[config.mk]
export PLATFORM = sky130hd
export DESIGN_NAME = dq_current_pi_antiwindup
export DESIGN_NICKNAME = d
export VERILOG_FILES = /design/src/hw/rtl/dqpi_pkg.sv /design/src/hw/rtl/dqpi_ctrl.sv /design/src/hw/rtl/dqpi_datapath.sv /design/src/hw/rtl/dq_current_pi_antiwindup.sv
export SDC_FILE = /design/constraint.sdc
export NUM_CORES = 2
export LEC_CHECK = 0
export BUFFER_PORTS_ARGS = -buffer_cell sky130_fd_sc_hd__buf_2
export CAP_MARGIN = 20
export CORE_AREA = 2 2 282 284
export CTS_CLUSTER_SIZE = 28
export DETAILED_ROUTE_END_ITERATION = 6
export DIE_AREA = 0 0 284 286
export GPL_TIMING_DRIVEN = 0
export PLACE_DENSITY = 0.9
export SETUP_SLACK_MARGIN = 0.2
export SLEW_MARGIN = 20
export SYNTH_ARGS = -nofsm -noshare
export SYNTH_HDL_FRONTEND = slang
export SYNTH_SLANG_ARGS = --single-unit
[constraint.sdc]
create_clock -name clk -period 13.6 [get_ports clk]
set_input_delay 2.04 -clock clk [delete_from_list [all_inputs] [get_ports clk]]
set_output_delay 2.04 -clock clk [all_outputs]
set_load 0.05 [all_outputs]
[src/hw/rtl/dqpi_pkg.sv]
// Shared types, constants and arithmetic helpers for the dq current PI controller.
`timescale 1ns / 1ps

package dqpi_pkg;

	localparam int CfgIdxW    = 2;
	localparam int CfgDataW   = 24;
	localparam int CurW       = 16;
	localparam int VbusW      = 17;
	localparam int AudioW     = 18;
	localparam int VoutW      = 18;
	localparam int IntegW     = 24;
	localparam int AccelW     = 15;
	localparam int KpW        = 24;
	localparam int KiW        = 16;
	localparam int VlimW      = 17;
	localparam int MulAW      = 25;
	localparam int MulBW      = 18;
	localparam int ProdW      = MulAW + MulBW;
	localparam int RndW       = ProdW - 15;
	localparam int RadW       = 34;
	localparam int RootW      = RadW / 2;
	localparam int RemW       = RootW + 2;
	localparam int SqrtSteps  = RootW;
	localparam int SqrtCntW   = $clog2(SqrtSteps);

	localparam logic [15:0]       VbusScale = 16'd62259;
	localparam logic [AccelW-1:0] AccelRst  = 15'd32767;
	localparam logic [KpW-1:0]    KpRst     = 24'd65536;
	localparam logic [KiW-1:0]    KiRst     = 16'd0;
	localparam logic [VlimW-1:0]  VlimRst   = 17'd131071;

	// register indexes on the configuration port
	localparam logic [CfgIdxW-1:0] RegAccel = 2'd0;
	localparam logic [CfgIdxW-1:0] RegKp    = 2'd1;
	localparam logic [CfgIdxW-1:0] RegKi    = 2'd2;
	localparam logic [CfgIdxW-1:0] RegVlim  = 2'd3;

	typedef enum logic [3:0] {
		OP_NONE,
		OP_LOAD,
		OP_MUL_PD,
		OP_MUL_PQ,
		OP_MUL_VB,
		OP_VDMAX,
		OP_CLAMP_D,
		OP_SQ_MAX,
		OP_SQ_VD,
		OP_RAD,
		OP_SQRT_STEP,
		OP_CLAMP_Q,
		OP_DIFF,
		OP_MUL_ID,
		OP_MUL_IQ,
		OP_FINISH
	} dqpi_op_t;

	typedef enum logic [3:0] {
		ST_IDLE,
		ST_MUL_PD,
		ST_MUL_PQ,
		ST_MUL_VB,
		ST_VDMAX,
		ST_CLAMP_D,
		ST_SQ_MAX,
		ST_SQ_VD,
		ST_RAD,
		ST_SQRT,
		ST_CLAMP_Q,
		ST_DIFF,
		ST_MUL_ID,
		ST_MUL_IQ,
		ST_FINISH
	} dqpi_state_t;

	typedef struct packed {
		dqpi_op_t op;
	} dqpi_cmd_t;

	typedef struct packed {
		logic out_free;
	} dqpi_stat_t;

	// Q16 round to nearest, ties toward plus infinity
	function automatic logic signed [RndW-1:0] rnd_q16(input logic signed [ProdW-1:0] x);
		logic signed [ProdW:0] t;
		t = {x[ProdW-1], x} + (ProdW+1)'(32768);
		return t[ProdW:16];
	endfunction

	// integrator plus rounded step, saturated to the integrator width
	function automatic logic signed [IntegW-1:0] integ_next(
		input logic signed [IntegW-1:0] acc,
		input logic signed [RndW-1:0]   step
	);
		logic signed [RndW:0] sum;
		sum = {step[RndW-1], step} + (RndW+1)'(acc);
		if (sum > (RndW+1)'(signed'(24'sh7FFFFF)))
			return 24'sh7FFFFF;
		else if (sum < (RndW+1)'(signed'(24'sh800000)))
			return 24'sh800000;
		else
			return sum[IntegW-1:0];
	endfunction

endpackage

[src/hw/rtl/dqpi_ctrl.sv]
// Sequencer for the dq current PI controller: walks the datapath through one update.
`timescale 1ns / 1ps

module dqpi_ctrl
	import dqpi_pkg::*;
(
	input  logic       clk,
	input  logic       arst_n,
	input  logic       in_valid,
	output logic       in_ready,
	input  dqpi_stat_t stat,
	output dqpi_cmd_t  cmd
);

	dqpi_state_t         state_q, state_d;
	logic [SqrtCntW-1:0] cnt_q;

	always_ff @(posedge clk or negedge arst_n) begin
		if (!arst_n) begin
			state_q <= ST_IDLE;
			cnt_q   <= '0;
		end else begin
			state_q <= state_d;
			if (state_q == ST_SQRT)
				cnt_q <= cnt_q + 1'b1;
			else
				cnt_q <= '0;
		end
	end

	always_comb begin
		state_d = state_q;
		unique case (state_q)
			ST_IDLE:    if (in_valid) state_d = ST_MUL_PD;
			ST_MUL_PD:  state_d = ST_MUL_PQ;
			ST_MUL_PQ:  state_d = ST_MUL_VB;
			ST_MUL_VB:  state_d = ST_VDMAX;
			ST_VDMAX:   state_d = ST_CLAMP_D;
			ST_CLAMP_D: state_d = ST_SQ_MAX;
			ST_SQ_MAX:  state_d = ST_SQ_VD;
			ST_SQ_VD:   state_d = ST_RAD;
			ST_RAD:     state_d = ST_SQRT;
			ST_SQRT:    if (cnt_q == SqrtCntW'(SqrtSteps - 1)) state_d = ST_CLAMP_Q;
			ST_CLAMP_Q: state_d = ST_DIFF;
			ST_DIFF:    state_d = ST_MUL_ID;
			ST_MUL_ID:  state_d = ST_MUL_IQ;
			ST_MUL_IQ:  state_d = ST_FINISH;
			ST_FINISH:  if (stat.out_free) state_d = ST_IDLE;
			default:    state_d = ST_IDLE;
		endcase
	end

	always_comb begin
		in_ready = 1'b0;
		cmd.op   = OP_NONE;
		unique case (state_q)
			ST_IDLE: begin
				in_ready = 1'b1;
				if (in_valid) cmd.op = OP_LOAD;
			end
			ST_MUL_PD:  cmd.op = OP_MUL_PD;
			ST_MUL_PQ:  cmd.op = OP_MUL_PQ;
			ST_MUL_VB:  cmd.op = OP_MUL_VB;
			ST_VDMAX:   cmd.op = OP_VDMAX;
			ST_CLAMP_D: cmd.op = OP_CLAMP_D;
			ST_SQ_MAX:  cmd.op = OP_SQ_MAX;
			ST_SQ_VD:   cmd.op = OP_SQ_VD;
			ST_RAD:     cmd.op = OP_RAD;
			ST_SQRT:    cmd.op = OP_SQRT_STEP;
			ST_CLAMP_Q: cmd.op = OP_CLAMP_Q;
			ST_DIFF:    cmd.op = OP_DIFF;
			ST_MUL_ID:  cmd.op = OP_MUL_ID;
			ST_MUL_IQ:  cmd.op = OP_MUL_IQ;
			ST_FINISH:  if (stat.out_free) cmd.op = OP_FINISH;
			default:    cmd.op = OP_NONE;
		endcase
	end

endmodule

[src/hw/rtl/dqpi_datapath.sv]
// Datapath: config registers, shared multiplier, limiters, square root and integrators.
`timescale 1ns / 1ps

module dqpi_datapath
	import dqpi_pkg::*;
(
	input  logic                     clk,
	input  logic                     arst_n,
	input  dqpi_cmd_t                cmd,
	output dqpi_stat_t               stat,
	input  logic                     cfg_valid,
	input  logic [CfgIdxW-1:0]       cfg_index,
	input  logic [CfgDataW-1:0]      cfg_data,
	input  logic signed [CurW-1:0]   id_ma,
	input  logic signed [CurW-1:0]   iq_ma,
	input  logic signed [CurW-1:0]   setpoint_ma,
	input  logic [VbusW-1:0]         vbus_mv,
	input  logic signed [AudioW-1:0] audio_mv,
	output logic                     out_valid,
	input  logic                     out_ready,
	output logic signed [VoutW-1:0]  vd_mv,
	output logic signed [VoutW-1:0]  vq_mv
);

	// configuration
	logic [AccelW-1:0] accel_q;
	logic [KpW-1:0]    kp_q;
	logic [KiW-1:0]    ki_q;
	logic [VlimW-1:0]  vlim_q;

	// state
	logic signed [IntegW-1:0] integ_d_q, integ_q_q;
	logic                     out_valid_q;

	// working registers
	logic signed [CurW:0]     ed_q;
	logic signed [CurW-1:0]   eq_q;
	logic [VbusW-1:0]         vbus_q;
	logic signed [AudioW-1:0] audio_q;
	logic signed [ProdW-1:0]  prod_q;
	logic signed [RndW-1:0]   vd_raw_q, vq_raw_q;
	logic [VlimW-1:0]         vdmax_q;
	logic signed [VoutW-1:0]  vd_q, vq_q;
	logic [RadW-1:0]          sq_q;
	logic [RemW-1:0]          rem_q;
	logic [RootW-1:0]         root_q;
	logic signed [MulAW-1:0]  diff_d_q, diff_q_q;
	logic signed [VoutW-1:0]  vd_out_q, vq_out_q;

	logic signed [MulAW-1:0] mul_a;
	logic signed [MulBW-1:0] mul_b;
	logic signed [ProdW-1:0] mul_p;
	logic signed [RndW-1:0]  prod_rnd;

	logic signed [CurW:0]    err_q_raw;
	logic signed [CurW:0]    lim_s;
	logic signed [CurW:0]    lim_n;
	logic signed [CurW-1:0]  err_q_clamped;

	logic [RemW+1:0]         trial;
	logic [RemW+1:0]         trial_sub;

	logic signed [RndW-1:0]  vmax_s, rmax_s;
	logic [VlimW-1:0]        vbus_scaled;

	assign stat.out_free = !out_valid_q || out_ready;
	assign out_valid     = out_valid_q;
	assign vd_mv         = vd_out_q;
	assign vq_mv         = vq_out_q;

	always_ff @(posedge clk or negedge arst_n) begin
		if (!arst_n) begin
			accel_q <= AccelRst;
			kp_q    <= KpRst;
			ki_q    <= KiRst;
			vlim_q  <= VlimRst;
		end else if (cfg_valid) begin
			unique case (cfg_index)
				RegAccel: accel_q <= cfg_data[AccelW-1:0];
				RegKp:    kp_q    <= cfg_data[KpW-1:0];
				RegKi:    ki_q    <= cfg_data[KiW-1:0];
				RegVlim:  vlim_q  <= cfg_data[VlimW-1:0];
				default:  ;
			endcase
		end
	end

	// q error limited to the acceleration current
	always_comb begin
		err_q_raw = (CurW+1)'(setpoint_ma) - (CurW+1)'(iq_ma);
		lim_s     = signed'({2'b00, accel_q});
		lim_n     = -lim_s;
		if (err_q_raw > lim_s)
			err_q_clamped = lim_s[CurW-1:0];
		else if (err_q_raw < lim_n)
			err_q_clamped = lim_n[CurW-1:0];
		else
			err_q_clamped = err_q_raw[CurW-1:0];
	end

	// shared multiplier operand select
	always_comb begin
		mul_a = '0;
		mul_b = '0;
		unique case (cmd.op)
			OP_MUL_PD: begin
				mul_a = signed'({1'b0, kp_q});
				mul_b = MulBW'(ed_q);
			end
			OP_MUL_PQ: begin
				mul_a = signed'({1'b0, kp_q});
				mul_b = MulBW'(eq_q);
			end
			OP_MUL_VB: begin
				mul_a = signed'(MulAW'(vbus_q));
				mul_b = signed'(MulBW'(VbusScale));
			end
			OP_SQ_MAX: begin
				mul_a = signed'(MulAW'(vdmax_q));
				mul_b = signed'(MulBW'(vdmax_q));
			end
			OP_SQ_VD: begin
				mul_a = MulAW'(vd_q);
				mul_b = vd_q;
			end
			OP_MUL_ID: begin
				mul_a = diff_d_q;
				mul_b = signed'(MulBW'(ki_q));
			end
			OP_MUL_IQ: begin
				mul_a = diff_q_q;
				mul_b = signed'(MulBW'(ki_q));
			end
			default: begin
				mul_a = '0;
				mul_b = '0;
			end
		endcase
	end

	assign mul_p    = mul_a * mul_b;
	assign prod_rnd = rnd_q16(prod_q);

	assign vbus_scaled = prod_q[VlimW+15:16];
	assign vmax_s      = signed'(RndW'(vdmax_q));
	assign rmax_s      = signed'(RndW'(root_q));

	// one root bit per step
	assign trial     = {rem_q, sq_q[RadW-1 -: 2]};
	assign trial_sub = (RemW+2)'({root_q, 2'b01});

	always_ff @(posedge clk) begin
		unique case (cmd.op)
			OP_LOAD: begin
				ed_q    <= -(CurW+1)'(id_ma);
				eq_q    <= err_q_clamped;
				vbus_q  <= vbus_mv;
				audio_q <= audio_mv;
			end
			OP_MUL_PD: prod_q <= mul_p;
			OP_MUL_PQ: begin
				vd_raw_q <= prod_rnd + RndW'(integ_d_q);
				prod_q   <= mul_p;
			end
			OP_MUL_VB: begin
				vq_raw_q <= prod_rnd + RndW'(integ_q_q) + RndW'(audio_q);
				prod_q   <= mul_p;
			end
			OP_VDMAX: vdmax_q <= (vlim_q < vbus_scaled) ? vlim_q : vbus_scaled;
			OP_CLAMP_D: begin
				if (vd_raw_q > vmax_s)
					vd_q <= vmax_s[VoutW-1:0];
				else if (vd_raw_q < -vmax_s)
					vd_q <= VoutW'(-vmax_s);
				else
					vd_q <= vd_raw_q[VoutW-1:0];
			end
			OP_SQ_MAX: prod_q <= mul_p;
			OP_SQ_VD: begin
				sq_q   <= prod_q[RadW-1:0];
				prod_q <= mul_p;
			end
			OP_RAD: begin
				sq_q   <= sq_q - prod_q[RadW-1:0];
				rem_q  <= '0;
				root_q <= '0;
			end
			OP_SQRT_STEP: begin
				sq_q <= {sq_q[RadW-3:0], 2'b00};
				if (trial >= trial_sub) begin
					rem_q  <= RemW'(trial - trial_sub);
					root_q <= {root_q[RootW-2:0], 1'b1};
				end else begin
					rem_q  <= trial[RemW-1:0];
					root_q <= {root_q[RootW-2:0], 1'b0};
				end
			end
			OP_CLAMP_Q: begin
				if (vq_raw_q > rmax_s)
					vq_q <= rmax_s[VoutW-1:0];
				else if (vq_raw_q < -rmax_s)
					vq_q <= VoutW'(-rmax_s);
				else
					vq_q <= vq_raw_q[VoutW-1:0];
			end
			OP_DIFF: begin
				diff_d_q <= MulAW'(vd_q) - MulAW'(integ_d_q);
				diff_q_q <= MulAW'(vq_q) - MulAW'(integ_q_q);
			end
			OP_MUL_ID: prod_q <= mul_p;
			OP_MUL_IQ: prod_q <= mul_p;
			OP_FINISH: begin
				vd_out_q <= vd_q;
				vq_out_q <= vq_q;
			end
			default: ;
		endcase
	end

	// integrators and result flag
	always_ff @(posedge clk or negedge arst_n) begin
		if (!arst_n) begin
			integ_d_q   <= '0;
			integ_q_q   <= '0;
			out_valid_q <= 1'b0;
		end else begin
			if (cmd.op == OP_MUL_IQ)
				integ_d_q <= integ_next(integ_d_q, prod_rnd);
			if (cmd.op == OP_FINISH) begin
				integ_q_q   <= integ_next(integ_q_q, prod_rnd);
				out_valid_q <= 1'b1;
			end else if (out_ready) begin
				out_valid_q <= 1'b0;
			end
		end
	end

endmodule

[src/hw/rtl/dq_current_pi_antiwindup.sv]
// dq current PI controller with anti-windup. A new request is accepted only once the previous
// one has finished; each update steps through products on the one shared multiplier, limiters
// and the bit-serial square root of the q limit.
// A waiting result stays in the output register until taken; the next update holds at its end.
// Reset (arst_n low, asynchronous) zeroes both integrators, clears the result flag and loads
// the configuration register reset values.
`timescale 1ns / 1ps

module dq_current_pi_antiwindup
	import dqpi_pkg::*;
(
	input  logic                     clk,
	input  logic                     arst_n,
	input  logic                     cfg_valid,
	output logic                     cfg_ready,
	input  logic [CfgIdxW-1:0]       cfg_index,
	input  logic [CfgDataW-1:0]      cfg_data,
	input  logic                     in_valid,
	output logic                     in_ready,
	input  logic signed [CurW-1:0]   id_ma,
	input  logic signed [CurW-1:0]   iq_ma,
	input  logic signed [CurW-1:0]   setpoint_ma,
	input  logic [VbusW-1:0]         vbus_mv,
	input  logic signed [AudioW-1:0] audio_mv,
	output logic                     out_valid,
	input  logic                     out_ready,
	output logic signed [VoutW-1:0]  vd_mv,
	output logic signed [VoutW-1:0]  vq_mv
);

	dqpi_cmd_t  cmd;
	dqpi_stat_t stat;

	assign cfg_ready = 1'b1;

	dqpi_ctrl u_ctrl (
		.clk      (clk),
		.arst_n   (arst_n),
		.in_valid (in_valid),
		.in_ready (in_ready),
		.stat     (stat),
		.cmd      (cmd)
	);

	dqpi_datapath u_dp (
		.clk         (clk),
		.arst_n      (arst_n),
		.cmd         (cmd),
		.stat        (stat),
		.cfg_valid   (cfg_valid),
		.cfg_index   (cfg_index),
		.cfg_data    (cfg_data),
		.id_ma       (id_ma),
		.iq_ma       (iq_ma),
		.setpoint_ma (setpoint_ma),
		.vbus_mv     (vbus_mv),
		.audio_mv    (audio_mv),
		.out_valid   (out_valid),
		.out_ready   (out_ready),
		.vd_mv       (vd_mv),
		.vq_mv       (vq_mv)
	);

endmodule

# Word level (Yosys, flattened, before mapping)
# Cells that the tools add are included.
# totals
register_bits	506
latch_bits	0
ram_bits	0
romBits	0
input_bits	114
output_inout_bits	39
wordCells	138
n_memories	0
# op_classes
add_sub_neg	16
mul	1
div_mod_pow	0
order_cmp	12
eq_ne	36
n_shift	0
n_mux	29
bitwise_logic	0
reduce_logical	15
# ops
operator	n
25-bit case mux with 6 select lines	1
4-bit case mux with 15 select lines	2
18-bit case mux with 6 select lines	1
34-bit case mux with 3 select lines	1
24-bit two-way mux	4
4-bit equality test (second input constant)	15
28-bit by 24-bit adder with 29-bit output	2
29-bit by 24-bit > comparator with 1-bit output (second input constant)	2
29-bit by 24-bit < comparator with 1-bit output (second input constant)	2
28-bit by 24-bit adder with 28-bit output	2
28-bit by 18-bit > comparator with 1-bit output	2
28-bit < comparator	2
17-bit negation with 28-bit output	2
17-bit two-way mux	3
18-bit by 24-bit subtractor with 25-bit output	2
43-bit by 17-bit adder with 44-bit output (second input constant)	1
25-bit by 18-bit multiplier with 43-bit output	1
19-bit case mux with 2 select lines	1
18-bit two-way mux	2
17-bit < comparator	2
17-bit case mux with 2 select lines	1
34-bit subtractor	1
4-bit by 3-bit equality test with 1-bit output (second input constant)	8
28-bit by 18-bit adder with 28-bit output	1
29 further kinds	48

# Logic depth before layout (Yosys ltp)
# depth
word_depth	8
depth_mapped	34
ltp_nobuf	31

# Modules after synthesis
# Synthesis repeated with hierarchy kept, for this count alone.
# hier_totals
hier_cells	5265
area_unflattened_um2	50591.0
# modules_own_cells
module	n_inst	cells_each	area_per_inst_um2
dqpi_datapath	1	5202	50059.3
dqpi_ctrl	1	61	520.5
dq_current_pi_antiwindup	1	2	11.3

# Least setup slack after synthesis
# No wires, ideal clock.
# synth_timing
path_kind	register -> register
startpoint	reg u_ctrl.state_q[3]
endpoint	reg u_dp.prod_q[35], data pin
setup_time_ps	258
arrival_time_ps	8720
setup_slack_ps	4623
path_stages_with_launch	31
period_less_slack_ps	8977
cell_sequence	dfrtp_1 -> clkbuf_1 -> or2_2 -> clkbuf_1 -> nor2_1 -> a222oi_1 -> nand2_1 -> clkbuf_1 -> nand2_1 -> fa_1 -> inv_1 -> fa_1 -> ha_1 -> inv_1 -> fa_1 -> inv_1 -> fa_1 -> inv_1 -> fa_1 -> inv_1 -> ha_1 -> or3_1 -> o32ai_1 -> o21ai_0 -> o221ai_1 -> nand3_1 -> a31oi_1 -> o21ai_0 -> a21o_1 -> a21oi_1 -> xnor2_1
# synth_via
elab_chain_cells	6
# synth_rtl
item	line	rtl
from (decl)	dqpi_ctrl.sv:15	dqpi_state_t state_q, state_d;
from (signal assigned)	dqpi_ctrl.sv:23	state_q <= state_d;
4-bit equality test (tied with other cells)	dqpi_ctrl.sv:56	unique case (state_q)
4-bit case mux with 15 select lines (*)	dqpi_ctrl.sv:56	
4-bit by 2-bit equality test with 1-bit output / 4-bit equality test (equally long branches)	dqpi_datapath.sv:105	unique case (cmd.op)
2-bit OR reduction (no line)	n/a	
25-bit case mux with 6 select lines / 18-bit case mux with 6 select lines (equally long branches)	dqpi_datapath.sv:105	
25-bit by 18-bit multiplier with 43-bit output (*)	dqpi_datapath.sv:141	assign mul_p = mul_a * mul_b;
named net u_dp.mul_p[35]	dqpi_datapath.sv:52	logic signed [ProdW-1:0] mul_p;
to (signal assigned)	dqpi_datapath.sv:160	OP_MUL_PD: prod_q <= mul_p;
to (signal assigned)	dqpi_datapath.sv:163	prod_q <= mul_p;
to (signal assigned)	dqpi_datapath.sv:167	prod_q <= mul_p;
to (decl)	dqpi_datapath.sv:40	logic signed [ProdW-1:0] prod_q;
# Mark *: on every way through the listed nets, which the timed path passes. The rest lies on a longest branch.
# A chain may end at the register's enable or synchronous reset.

# Worst setup path in the final report
# Same ends and word-level chain as after synthesis.

==> summary.txt <==
Setup path
  – Setup Crit Path Kind: flip-flop to flip-flop
  – Cell occurring most often along the worst timing path: sky130_fd_sc_hd__fa_1
  – Max stage delay cell, worst path: sky130_fd_sc_hd__a22oi_1
  – Delay contributed by the slowest stage of the critical path: around 0.85 ns
  – Element type at the critical path end: flip-flop
  – Length in cells of the worst reg-to-reg path: 30
  – Arrival time at the worst endpoint: 11.95 ns
  – Endpoint required time on the critical path: 13.92 ns
  – Startpoint types: flip-flop
  – Maximum net fanout on the critical path: 10

Run status
  – Failing checks: DRC
  – Outcome: complete, but fails checks

Routing
  – DRC violations left: 1
  – Routed wl met3: 20.8 mm
  – Top layer reached by signal wires: met5
  – Wirelength, routed: about 160 mm
  – Number of nets with antenna violations after routing: 0
  – Post-DR vias/cell: about 6.3
  – Routed wirelength normalized by instance count: about 24 microns
  – Met2 Wirelength: 69.1 mm
  – DRT met1 WL: 56.6 mm
  – Total number of vias: slightly above 40,000
  – Violation count after the first detailed-route iteration: about 5,000
  – Pre-antenna DRT Iters: 7

Logic synthesis
  – Net count of the mapped netlist: 6,314
  – Synth area leader: sky130_fd_sc_hd__edfxtp_1
  – Number of enable flip-flop cells after synthesis: 376
  – Largest cells by area after synthesis: sky130_fd_sc_hd__edfxtp_1 22%, sky130_fd_sc_hd__fa_1 19%, sky130_fd_sc_hd__ha_1 11%
  – Post-synthesis async set-or-reset flop share: 0.257
  – Syn Area/Cell: 9.53 sq um
  – Seq/Total Area, Yosys: 0.290
  – Synth Register Bits: between 500 and 600
  – Gate count of the mapped netlist: roughly 5,300
  – Synth cell types: 77
  – Most frequently used flop master after synthesis: sky130_fd_sc_hd__edfxtp_1
  – Area share of the largest cell type after synthesis: 0.224
  – YS warnings: 0
  – Netlist area before placement: around 50,000 sq um

STA
  – Part of the cycle the worst path needs: 0.856
  – Sum of negative setup slack: 0 ns
  – Final critical-path required period: roughly 12 ns
  – Final setup violation count: 0
  – Worst hold margin: 0.506 ns
  – Normalized max-slew margin: 0.168
  – Fin Clk Skew: 0.0376 ns
  – Worst Setup Slack, final: 1.96 ns
  – Highest Clock Rate: around 86 MHz
  – Unrepaired setup endpoints after global routing: no
  – Count of final max-slew check failures: 0
  – Fin. Hold Viols: 0
  – Slew at the pin with the worst max-slew slack: 1.24 ns

Min path
  – Min-delay worst type: flip-flop to flip-flop
  – Number of instances on the worst hold path: 1

Global route
  – Initial antenna violation count: 6
  – Total overflow reported by the global router: 0
  – Global-route wire length before repair: around 240 mm
  – Number of global-route vias before repair: 41,866
  – Aggregate global-route resource usage: 0.388
  – Pin count of the biggest net entering global routing: 78

Place
  – PortBufs: 151
  – Final weighted congestion in routability-driven placement: around 1.1
  – Estimated wirelength of the detail-placed design: 125 mm
  – Worst slack at placement: 2.43 ns
  – Dpl cells: 6,489

Layout
  – Syn-to-layout area delta: 8.53%
  – # nets final: 6,532
  – Post-layout instance count excluding filler cells: 6,596
  – Share of layout cells above drive strength 1: 0.0756

Floorplan
  – Initial core utilization: 0.642
  – Count of pins on the block boundary: approximately 150
  – Area enclosed by the die boundary: 81,200 sq um
  – Number of rows in the core area: between 100 and 150
  – Floorplan die height: 286 microns
  – Core area: 78,400 sq um
  – Chip Width: roughly 280 microns

Clock tree
  – Number of H-tree levels: 2
  – Num CTS Buffers: 55
  – Master cell of the clock root buffer: sky130_fd_sc_hd__clkbuf_16
  – Reg clk slew, reported paths: 0.07 ns
  – Post-CTS sizing: 0
  – Insertion delay of the later-clocked pin in the worst-skew pair: 0.65 ns
  – Post-CTS setup buffers: 0
  – Sinks on Clock Net: 506
  – CTS tree: yes
  – CTS max path bufs: 3
  – Number of hold buffers added after cts: 0

Run
  – Max-cap check violation count: 0
## state kept, by name (all words and copies together) (netlist names), 18 cells and up
register / cells
u_dp.audio_q: 18
u_dp.diff_d_q: 25
u_dp.diff_q_q: 25
u_dp.integ_d_q: 24
u_dp.integ_q_q: 24
u_dp.kp_q: 24
u_dp.prod_q: 43
u_dp.rem_q: 19
u_dp.sq_q: 34
u_dp.vd_mv: 18
u_dp.vd_q: 18
u_dp.vd_raw_q: 28
u_dp.vq_mv: 18
u_dp.vq_q: 18
u_dp.vq_raw_q: 28
## Yosys cell counts, drive strengths merged, types with 87 or more instances
master  instances
clkbuf        143
inv           878
nand2         471
nand3          87
o21ai         198
xnor2         210
edfxtp        376
dfrtp          97
ha            447
fa            475
a21o          107
a21oi         244
nor2          487
## cells in the final DEF (no fill, tap or decap), types with 107 or more instances in the layout
cell,netlist,layout
sky130_fd_sc_hd__buf_2,0,150
sky130_fd_sc_hd__a21oi_1,244,243
sky130_fd_sc_hd__ha_1,447,447
sky130_fd_sc_hd__xnor2_1,210,210
sky130_fd_sc_hd__edfxtp_1,376,376
sky130_fd_sc_hd__inv_1,878,878
sky130_fd_sc_hd__a21o_1,107,107
sky130_fd_sc_hd__nor2_1,486,482
sky130_fd_sc_hd__fa_1,475,475
sky130_fd_sc_hd__nand2_1,471,471
sky130_fd_sc_hd__clkbuf_1,143,149
sky130_fd_sc_hd__o21ai_0,197,196
## cells by family after synthesis
family | after synthesis | share of synthesized area
fa+ha+maj | 922 | 0.300
buf+inv | 1035 | 0.0776
xor+xnor | 278 | 0.0484
flops | 506 | 0.290
other cells | 1 | 0.0000745
simple gates | 1448 | 0.131
compound gates | 959 | 0.126
mux | 129 | 0.0276
## per-stage QoR
| stage | area, sq um | util |
|---|---|---|
| after global routing | 54600 | 0.697 |
| after global placement | 52400 | 0.669 |
| after floorplan | 50300 | - |
| after CTS | 54600 | 0.697 |
| after detailed placement | 52700 | 0.672 |
| final | 54600 | 0.697 |
## layer usage
metal | GRT usage | vias up
met2 | 0.604 | 2651
li1 | - | 18185
met3 | 0.115 | 582
met5 | 0 | -
met4 | 0.221 | 2
met1 | 0.487 | 20154
## cell type report
type                       instances  area [sq um]
multi-input combinational       3737         31900
fill                            5837         23700
sequential                       506         14600
inverter                         881          3310
clock buffer                      71          1570
tap                             1050          1310
timing repair buffer             161           975
buffer                           154           602
clock inverter                    33           344
antenna                            3          7.51
## worst paths after layout
kind / startpoint / end / slack, ns
max: u_ctrl.state_q[3] / u_dp.prod_q[35] / 1.96
min: u_dp.ki_q[12] / u_dp.ki_q[12] / 0.51
max reg2reg: u_ctrl.state_q[3] / u_dp.prod_q[35] / 1.96
min reg2reg: u_dp.ki_q[12] / u_dp.ki_q[12] / 0.51
max in group asynchronous: arst_n / u_dp.vlim_q[15] / 11.44
min in group asynchronous: arst_n / u_dp.integ_q_q[12] / 1.31
## worst max-delay path, delay by kind of cell (launching register included)
| kind | cells | cell delay [ns] |
|---|---|---|
| AO/OA/AOI/OAI | 9 | 4.12 |
| XOR/XNOR | 1 | 0.37 |
| adder cells (fa/ha/maj) | 7 | 3.25 |
| buffers and inverters | 7 | 1.73 |
| flip-flops | 1 | 0.33 |
| AND/OR/NAND/NOR | 6 | 1.49 |
Power is left out: the tool's default activity adds up to more than one toggle a clock period on the data nets, which glitch-free logic cannot reach.
